### config.mk
export PLATFORM = sky130hd
export DESIGN_NAME = ott_cell
export DESIGN_NICKNAME = d
export VERILOG_FILES = /design/src/rtl/ott_pkg.sv /design/src/rtl/ott_cell.sv
export SDC_FILE = /design/constraint.sdc
export NUM_CORES = 1
export LEC_CHECK = 0
export BUFFER_PORTS_ARGS = -buffer_cell sky130_fd_sc_hd__buf_2
export CORE_AREA = 2 2 96 61
export CTS_CLUSTER_SIZE = 30
export DETAILED_ROUTE_END_ITERATION = 7
export DIE_AREA = 0 0 98 63
export PLACE_DENSITY = 0.78
export RECOVER_POWER = 100
export SLEW_MARGIN = 20
export SYNTH_ARGS = -nofsm -noshare
export SYNTH_HDL_FRONTEND = slang
export SYNTH_SLANG_ARGS = --single-unit
### constraint.sdc
create_clock -name clk_i -period 3.3 [get_ports clk_i]
set_input_delay 0.66 -clock clk_i [delete_from_list [all_inputs] [get_ports clk_i]]
set_output_delay 0.66 -clock clk_i [all_outputs]
set_load 0.02 [all_outputs]
### src/rtl/ott_pkg.sv
// Shared types, codes and sizes for the one-shot timer table.
`timescale 1ns / 1ps
package ott_pkg;

  localparam int TIMER_COUNT = 64;
  localparam int IDX_W = (TIMER_COUNT > 1) ? $clog2(TIMER_COUNT) : 1;
  localparam int ID_W = 7;
  localparam int TIME_W = 32;

  typedef enum logic [1:0] {
    CMD_SET  = 2'd0,
    CMD_KILL = 2'd1,
    CMD_POLL = 2'd2
  } cmd_e;

  typedef enum logic [2:0] {
    ST_SET_OK  = 3'd0,
    ST_KILL_OK = 3'd1,
    ST_REJECT  = 3'd2,
    ST_FIRED   = 3'd3,
    ST_NONE    = 3'd4
  } status_e;

  typedef enum logic [1:0] {
    S_IDLE  = 2'd0,
    S_SCAN  = 2'd1,
    S_FINAL = 2'd2
  } state_e;

  typedef struct packed {
    logic              wr_en;
    logic              wr_arm;
    logic [IDX_W-1:0]  wr_idx;
    logic [TIME_W-1:0] wr_deadline;
    logic              wr_handler;
    logic              advance;
    logic [TIME_W-1:0] now;
  } cell_ctl_t;

endpackage

### src/rtl/ott_cell.sv
// One timer entry of the table, with its slot in the scan token chain.
`timescale 1ns / 1ps
module ott_cell import ott_pkg::*; (
  input  logic             clk_i,
  input  logic             rst_ni,
  input  logic [IDX_W-1:0] cell_idx_i,
  input  cell_ctl_t        ctl_i,
  input  logic             tok_i,
  output logic             tok_o,
  output logic             hit_o
);

  logic [TIME_W-1:0] dl_q, dl_d;
  logic              en_q, en_d;
  logic              hnd_q, hnd_d;
  logic              tok_q, tok_d;
  logic              expire;

  assign expire = tok_q && en_q && (dl_q != '0) && (ctl_i.now >= dl_q);
  assign hit_o  = expire && hnd_q;
  assign tok_o  = tok_q;

  always_comb begin
    dl_d  = dl_q;
    en_d  = en_q;
    hnd_d = hnd_q;
    tok_d = tok_q;
    if (ctl_i.wr_en && (ctl_i.wr_idx == cell_idx_i)) begin
      dl_d  = ctl_i.wr_arm ? ctl_i.wr_deadline : '0;
      en_d  = ctl_i.wr_arm;
      hnd_d = ctl_i.wr_arm && ctl_i.wr_handler;
    end
    if (ctl_i.advance) begin
      tok_d = tok_i;
      if (expire) begin
        dl_d = '0;
      end
    end
  end

  always_ff @(posedge clk_i or negedge rst_ni) begin
    if (!rst_ni) begin
      dl_q  <= '0;
      en_q  <= 1'b0;
      hnd_q <= 1'b0;
      tok_q <= 1'b0;
    end else begin
      dl_q  <= dl_d;
      en_q  <= en_d;
      hnd_q <= hnd_d;
      tok_q <= tok_d;
    end
  end

endmodule

# Yosys cells after proc, flatten, opt, wreduce, memory -nomap -nowiden
# Cells that the tools add are included.
# word_totals
reg_bits	35
latch_bits	0
ramBits	0
rom_bits	0
inputBits	83
output_inout_bits	2
wordCells	17
mem_count	0
# op_classes
add_sub_neg	0
mul	0
div	0
magnitude_cmp	1
n_eq_ne	1
n_shift	0
muxes	4
bitwise	0
n_reduce_logical	7
# ops
op	count
32-bit 2-to-1 mux	4
32-bit greater-or-equal comparator	1
32-bit nonzero test	1
6-bit == test	1
1-bit logical AND	6

# Logic depth before layout (Yosys ltp)
# Gate-level depths: netlist of run 1.
# logic_depth
word_depth	5
mapped_depth	8
ltp_nobuf	7

# Worst setup path before layout of run 1
# Ideal clock, no wire load.
# synth_timing
kind	input to output
start	in ctl_i[15] (netlist bit)
end	out hit_o
arrival_ns	2.570
required_ns	2.640
setup_slack_ns	0.070
path_stages	6
n_path_buf	0
path_cell_list	ha_1 > nand4_1 > nor3_2 > or4b_4 > a31o_2 > a211oi_1
# synth_via
elab_chain_len	3
# synth_rtl
element	line_no	text
start: declaration	ott_cell.sv:7	input cell_ctl_t ctl_i,
32-bit greater-or-equal comparator	ott_cell.sv:19	assign expire = tok_q && en_q && (dl_q != '0) && (ctl_i.now >= dl_q);
1-bit logical AND	ott_cell.sv:19	
1-bit logical AND	ott_cell.sv:20	assign hit_o = expire && hnd_q;
end: declaration	ott_cell.sv:10	output logic hit_o
# Every way passes these cells.

# Final worst setup path of run 1
# layout_timing
start	in ctl_i[14] (netlist bit)
end	out hit_o
# Same word-level chain as after synthesis.

==> results.txt, run 1 <==
The area of placed instances is 3130 um2. The weighted congestion at the end of routability-driven global placement is 0.842, and the worst slew slack as a fraction of its limit is -24.3%. After synthesis, the most frequently instantiated cells are 35 x sky130_fd_sc_hd__dfrtp_1, 35 x sky130_fd_sc_hd__nand2b_1, 34 x sky130_fd_sc_hd__inv_1, 34 x sky130_fd_sc_hd__nand3_1, 32 x sky130_fd_sc_hd__ha_1. Sequential cells burn 43.3% of the power. The ratio of cells with drive above 1 in the final layout was 28.6%; the minimum setup slack in the final design was 0.0892 ns. Together, buffers and inverters on the worst path number 2.

The hold violation count in the final report came out at 0. Counting the fill cells in the layout gives 488. The routed design has 6.33 mm of wire. Net switching is 33.4% of the power. The logs give 34.6% for the part of the total power dissipated in combinational logic and 68 for the maximum number of pins on one net before global-route repair.

The detail route stage leaves a number of antenna-violating nets equal to 0. The flip-flop and latch count after synthesis is 35. TritonCTS built the clock tree. The switching power summed over all nets came out at 424 uW.

The worst hold path belongs to the class flip-flop to flip-flop. The tools report the total area of multi-input combinational cells as 1550 um2. The number of global-route vias before repair was 2296. The number of buffers created by CTS was 5. The internal power of the cells totals 846 uW.

The worst IR drop on VDD is 171 uV, and the worst-case register-to-register setup slack is 0.36 ns. The final reports fail on capacitance limit, slew limit. Standard cell with the maximum stage delay on the critical path: sky130_fd_sc_hd__or4b_4. The critical path arrival is 2.55 ns, and the distinct cell type count of the synthesized netlist is 32.

Number of antenna violations at the first check in global routing: 0. The tools report the type of element launching the critical path as an input pin. The final max-slew violation count was 36; the final non-filler cell total was 446. The worst setup path is captured at an output pin.

The clock network is responsible for 22.0% of the overall power. In the routed design, unresolved DRC markers number 0. The maximum level of the CTS H-tree came out at 2.

For the insertion delay to the later sink of the worst-skew pair, the log shows 0.28 ns. For this design the ratio of total power to cell area is 395 nW/um2. The highest attainable clock frequency is 0.311 GHz, and the chip height is 63 um. After routing, the total negative slack on setup checks comes to 0 ns. In this run the clock root is driven by a sky130_fd_sc_hd__clkbuf_8. No sink is reached through more buffers than the 2 on the longest clock path.

The mapped netlist covers 2620 um2. Before antenna repair, the detailed router went through 4 iterations. The detailed-route wire length per cell is 14.2 um. The run finished, with violations left. Detailed-route vias per instance: 5.37. The run gives 49.1% as the effective utilization at floorplan. The total global-route track usage was 20.6%. The instance count of the mapped netlist is 292, and the transition at the pin with the smallest max-transition slack is 1.86 ns. The floorplan step defined a die boundary enclosing 6170 um2.

Post-synthesis async set-or-reset flop share: 100%. In this run the mean area of a mapped cell was 8.96 um2. The category of the critical setup timing path is input pin to output pin.

The logs give 33.5% for the share of the yosys chip area belonging to registers and 0 for the synthesis warning total. The number of maximum-capacitance violations was 1; the number of synthesized flops with an enable pin was 0. Shortest clock period the worst path allows after layout: 3.21 ns. Of all cell types, the one taking the most synthesized area is sky130_fd_sc_hd__dfrtp_1.

The biggest cell delay along the critical path came out at 0.51 ns. The count of hold-fix buffers inserted at cts was 0. The portion of synthesized cell area occupied by the leading cell type works out to 33.5%. Summed over all cells, the static leakage comes to 1.39 nW. The net count of the finished layout is 493. The number of cell rows is 21, and the pre-CTS setup slack is -0.0418 ns. The repair_antennas step left the layout with diodes totalling 0. The register clock-pin slew on the reported worst setup and hold paths was 0.07 ns; the layout-stage area growth over the synthesis result was 22.9%.

Setup violations remaining at the end of the flow were counted as 0. The count of port buffers added during placement was 84; the cell area after layout was 3220 um2. The tools report the standard cell core area as 5330 um2. The tools report the utilization of the core after routing as 60.3%. The first global-routing pass estimated 10.2 mm of wire. The number of nets handed over by synthesis was 407. The logs give 0.00560 ns for the clock skew and 0 for the final global-route overflow total. The logs give 85 for the top-level port count and 35 for the clock net sink count. The total instance count after detailed placement was 437; the combined flip-flop and latch cell area was 876 um2.

The DRC marker count from the first detailed-route iteration was 160. The final critical-path share of the clock period works out to 97.3%. The overall via count from detail_route is 2395. On the critical path the largest part of the delay comes from simple AND/OR/NAND/NOR gates.

Traced cell by cell, the critical path runs through buf_2 -> ha_1 -> nand4_1 -> nor3_2 -> or4b_4 -> a31o_4 -> a211oi_2 -> buf_4. For the worst setup path, the data required time is 2.64 ns. The floorplan die width works out to 98 um. The most instantiated flip-flop cell in the synthesis netlist was sky130_fd_sc_hd__dfrtp_1. After legalization and detailed placement, the total HPWL measured 4.85 mm. By area the synthesized netlist is led by sky130_fd_sc_hd__dfrtp_1 33%, sky130_fd_sc_hd__ha_1 15%, sky130_fd_sc_hd__a211oi_1 8.6%. The largest fanout on the critical path came out at 2.
[flip-flops by register name, indices dropped and copies added (netlist names)]
| signal | count |
|---|---|
| dl_q | 32 |
| en_q | 1 |
| hnd_q | 1 |
| tok_o | 1 |
[worst register-to-register path, cell delays in order (launching register included)]
cell                       delay [ns]
sky130_fd_sc_hd__dfrtp_1         0.38
sky130_fd_sc_hd__inv_1           0.06
sky130_fd_sc_hd__ha_1            0.29
sky130_fd_sc_hd__nand4_1         0.13
sky130_fd_sc_hd__nor3_2          0.27
sky130_fd_sc_hd__or4b_4          0.51
sky130_fd_sc_hd__clkbuf_4        0.15
sky130_fd_sc_hd__a311oi_1        0.35
sky130_fd_sc_hd__clkbuf_2        0.54
sky130_fd_sc_hd__a211oi_1        0.12
[layout by cell type, fill, tap and decap left out, drive strengths merged]
master,netlist,routed
and3,1,1
nand2,10,10
buf,6,89
o211ai,1,1
nand2b,35,35
xnor2,3,3
ha,32,32
a21o,1,1
dfrtp,35,35
a2111oi,1,1
a21oi,12,12
a311oi,2,2
clkbuf,11,13
or4b,1,1
nand4,9,9
nor3,2,2
a211oi,34,34
nor2,3,3
a221oi,1,1
o21a,1,1
xor2,3,3
a31o,1,1
inv,34,34
or4,1,1
nand3,34,34
o21ai,6,6
mux2,2,2
nor4,10,10
[layout make-up]
class	instances	area share [%]
clock buffer	6	2.26
inverter	34	3.97
multi-input combinational	206	48.3
sequential	35	27.2
tap	69	2.68
timing repair buffer	96	15.6
[cells by family (layout without fill, tap and decap cells)]
group           after synthesis  in the layout  share of synthesized area (%)
mux                           2              2                          0.860
simple gates                106            106                           22.9
buf+inv                      51            136                           8.32
flops                        35             35                           33.5
fa+ha+maj                    32             32                           15.3
xor+xnor                      6              6                           2.01
compound gates               60             60                           17.2
[layer usage]
layer	GRT usage, %	wire length [um]	vias to the layer above
li1	-	-	1224
met1	30.0	3200	1093
met2	30.5	2670	73
met3	5.03	421	5
met4	5.73	38	0
met5	0	0	-
[power groups by stage]
| stage | Combinational [mW] | Sequential (mW) | Clock [mW] |
|---|---|---|---|
| floorplan | 0.279 | 0.541 | 0 |
| global placement | 0.413 | 0.555 | 0 |
| detailed placement | 0.430 | 0.558 | 0 |
| CTS | 0.432 | 0.550 | 0.283 |
| global route | 0.509 | 0.559 | 0.312 |
| finish | 0.440 | 0.551 | 0.279 |
[path summary, 6_finish.rpt]
check / from / to / cells after the start
setup / recovery: ctl_i[14] / hit_o / 8
hold / removal: en_q / en_q / 1
setup reg to reg: dl_q[14] / dl_q[1] / 9
hold reg to reg: en_q / en_q / 1
max in group asynchronous: rst_ni / dl_q[6] / 1
min in group asynchronous: rst_ni / dl_q[22] / 1
[timing repair]
| action | CTS | global route |
|---|---|---|
| gates cloned | 0 | 0 |
| endpoints found under the setup margin | 1 | 1 |
| buffers inserted | 0 | 3 |
| pin swaps | 1 | 4 |
| gates resized for setup | 0 | 5 |
[metrics by stage]
step	hold WS (ns)	total power, mW
after global placement	0.493	0.967
after CTS	0.475	1.27
after global routing	0.556	1.38
after floorplan	0.364	0.820
after detailed placement	0.503	0.988
final	0.519	1.27
No activity file was read; power rests on OpenSTA's default activity.
==> run 2: changes to the inputs <==
- clock period: 3.3 -> 4 ns (I/O delays scaled with it)
==> results.txt, run 2 (same netlist as run 1, synthesis figures left out) <==
The final global-route overflow total was 0; the number of global-route vias before repair was 2179. Counting the buffers created by CTS gives 5. The hold violation count in the final report came out at 0. The count of nets left with antenna violations once routing finished came out at 0. The worst hold path depth is 1, and the worst slew slack as a fraction of its limit is -55.4%. The category of the critical setup timing path was input pin to output pin. The worst register-to-register path ends at dl_q[26].

The transition at the pin with the smallest max-transition slack was 2.33 ns. The tools report the number of antenna violations at the first check in global routing as 0. In the final design database the tool counted 484 nets.

The run finished, with violations left. The die covers 6170 um2. TritonCTS built the clock tree. On the critical path, the stage with the largest delay is an instance of sky130_fd_sc_hd__or4b_4.

The logs give 0 for the number of cells upsized or downsized after cts and 0.807 for the weighted congestion at the end of routability-driven global placement. The floorplan die width is 98 um. The detailed-route wire length per cell is 14.5 um.

The run gives 0 as the count of hold-fix buffers inserted at cts. Once placement finished, the instance area stood at 3080 um2. Insertion delay to the later sink of the worst-skew pair: 0.29 ns. Clock tree synthesis selected as its root buffer the cell sky130_fd_sc_hd__clkbuf_8.

Across all layers, the routed design uses 2424 vias. The clock skew was 0.00824 ns. In this run the count of I/O pins placed on the die edge is 85. Entering global routing, the biggest net connects 68 pins. The DRC marker count from the first detailed-route iteration is 116, and the final setup TNS is 0 ns. Derived from the worst setup path, the maximum achievable clock frequency is 0.271 GHz.

The repair_antennas step left the layout with diodes totalling 0. Along the worst path, the maximum fanout reaches 3. The kind of path behind the tightest hold check was flip-flop to flip-flop. Cells with a size suffix above 1 make up 25.9% of the layout.

The clock net sink count was 35; the deepest clock path buffer count was 2. The logs give 0.521 ns for the worst slack on hold paths and 1.07 mW for the total power draw. On the critical path the largest part of the delay comes from simple AND/OR/NAND/NOR gates. Global routing consumed, over all layers together, 20.6% of the routing resources. The number of flip-flops under the largest register name works out to 32. The first-pass iteration count of the detailed router was 4; the layout-stage area growth over the synthesis result was 20.0%. Buffers placed on the I/O ports in this run total 84. For this configuration, the core starts out at a cell density of 49.1%.

The number of fill cells is 471, and the number of failing setup endpoints in the final timing report is 0. The worst register-to-register path begins at dl_q[15]. The worst hold path startpoint was en_q. The path with the worst hold slack has its endpoint at en_q.

For this design the static power due to leakage is 1.36 nW. Counting both buffers and inverters, the worst setup path holds a total of 2. For the final max-slew violation count, the log shows 104. In the layout the commonest cells are 81 x sky130_fd_sc_hd__buf_2, 35 x sky130_fd_sc_hd__nand2b_1, 35 x sky130_fd_sc_hd__dfrtp_1.

The final reports fail on capacitance limit, slew limit. The signal on the critical path passes through buf_2 -> ha_1 -> nand4_1 -> nor3_1 -> or4b_4 -> a31o_2 -> a211oi_1 -> buf_2. The global-route wire length before repair came out at 10.3 mm.

In the routed design, unresolved DRC markers number 0. Summed over all layers, the routed wires come to 6.35 mm. Detailed-route vias per instance: 5.52. The critical path arrival is 2.88 ns.

The HPWL after detailed placement is 4.79 mm. The worst-case register-to-register setup slack came out at 1.38 ns. Setup repair after global routing left no endpoint under its margin. The element type at the critical path end was an output pin.

The finished cells cover 3140 um2. The cell depth of the worst flop-to-flop path is 8, and the pre-CTS setup slack is 0.340 ns. Across the run, the number of max-cap violations was 2. The number of setup buffers added after CTS is 0. The cell type with the highest occurrence count on the critical path is sky130_fd_sc_hd__buf_2. Clock-pin slew was measured on the worst setup and hold paths at 0.07 ns. The top register by number of flip-flops was dl_q.

Counting I/O delays and the setup requirement, the final critical path takes 3.68 ns. The required time at the worst-slack endpoint is 3.20 ns. After floorplanning, the core was sized to cover 5330 um2. From bottom edge to top edge, the die measures 63 um. Row generation in the floorplan step produced 21 rows. Final critical-path share of the clock period: 92.1%. For the minimum setup slack in the final design, the log shows 0.315 ns. In this design, the stage delay of the slowest critical-path cell is 0.53 ns.

The H-tree generated during clock tree synthesis spans 2 levels. Leaving out fill and tap cells, the most frequent cell in the layout is sky130_fd_sc_hd__buf_2. The type of element launching the critical path is an input pin.

Power spread over the standard cell area amounts to 341 nW/um2. For the worst IR drop on VDD, the log shows 170 uV.
==> run 2: metal layers <==
| metal | share of wire, % | global-route usage, % | routed length [um] |
|---|---|---|---|
| met1 | 50 | 31.1 | 3140 |
| met2 | 43 | 30.3 | 2710 |
| met3 | 7.0 | 4.36 | 447 |
| met4 | 0.68 | 4.34 | 43 |
| met5 | 0 | 0 | 0 |
==> run 2: worst max-delay path by stage <==
stage	startpoint	slack, ns	endpoint	depth (start not counted)
final	ctl_i[15]	0.32	hit_o	8
after global routing	ctl_i[15]	0.20	hit_o	8
after global placement	ctl_i[15]	0.41	hit_o	8
after CTS	ctl_i[15]	0.34	hit_o	8
after floorplan	ctl_i[15]	0.49	hit_o	6
after detailed placement	ctl_i[15]	0.34	hit_o	8
==> run 2: per-stage QoR <==
stage,std cells,util (%)
finish,439,58.9
global placement,431,57.8
global route,439,58.9
detailed placement,431,57.8
CTS,439,59.6
floorplan,292,-
==> run 2: worst reg2reg max path: stages, from the launching register on <==
cell	delay (ns)
sky130_fd_sc_hd__dfrtp_1	0.38
sky130_fd_sc_hd__inv_1	0.06
sky130_fd_sc_hd__ha_1	0.30
sky130_fd_sc_hd__nand4_1	0.13
sky130_fd_sc_hd__nor3_1	0.30
sky130_fd_sc_hd__or4b_4	0.53
sky130_fd_sc_hd__a311oi_4	0.29
sky130_fd_sc_hd__buf_4	0.39
sky130_fd_sc_hd__a211oi_1	0.11
==> run 2: cell type report <==
cell class                 instances  area, um2  share of cell area (%)
sequential                        35        876                    27.9
timing repair buffer              87        435                    13.9
tap                               69       86.3                    2.75
multi-input combinational        206       1520                    48.3
clock buffer                       8        100                    3.19
inverter                          34        128                    4.06
==> run 2: report_power, final <==
| part | leakage [nW] | total, mW | switching [mW] | internal [mW] |
|---|---|---|---|---|
| logic | 0.828 | 0.340 | 0.183 | 0.158 |
| clock network | 0.0515 | 0.279 | 0.122 | 0.157 |
| registers | 0.476 | 0.453 | 0.0442 | 0.409 |
| total | 1.36 | 1.07 | 0.348 | 0.724 |
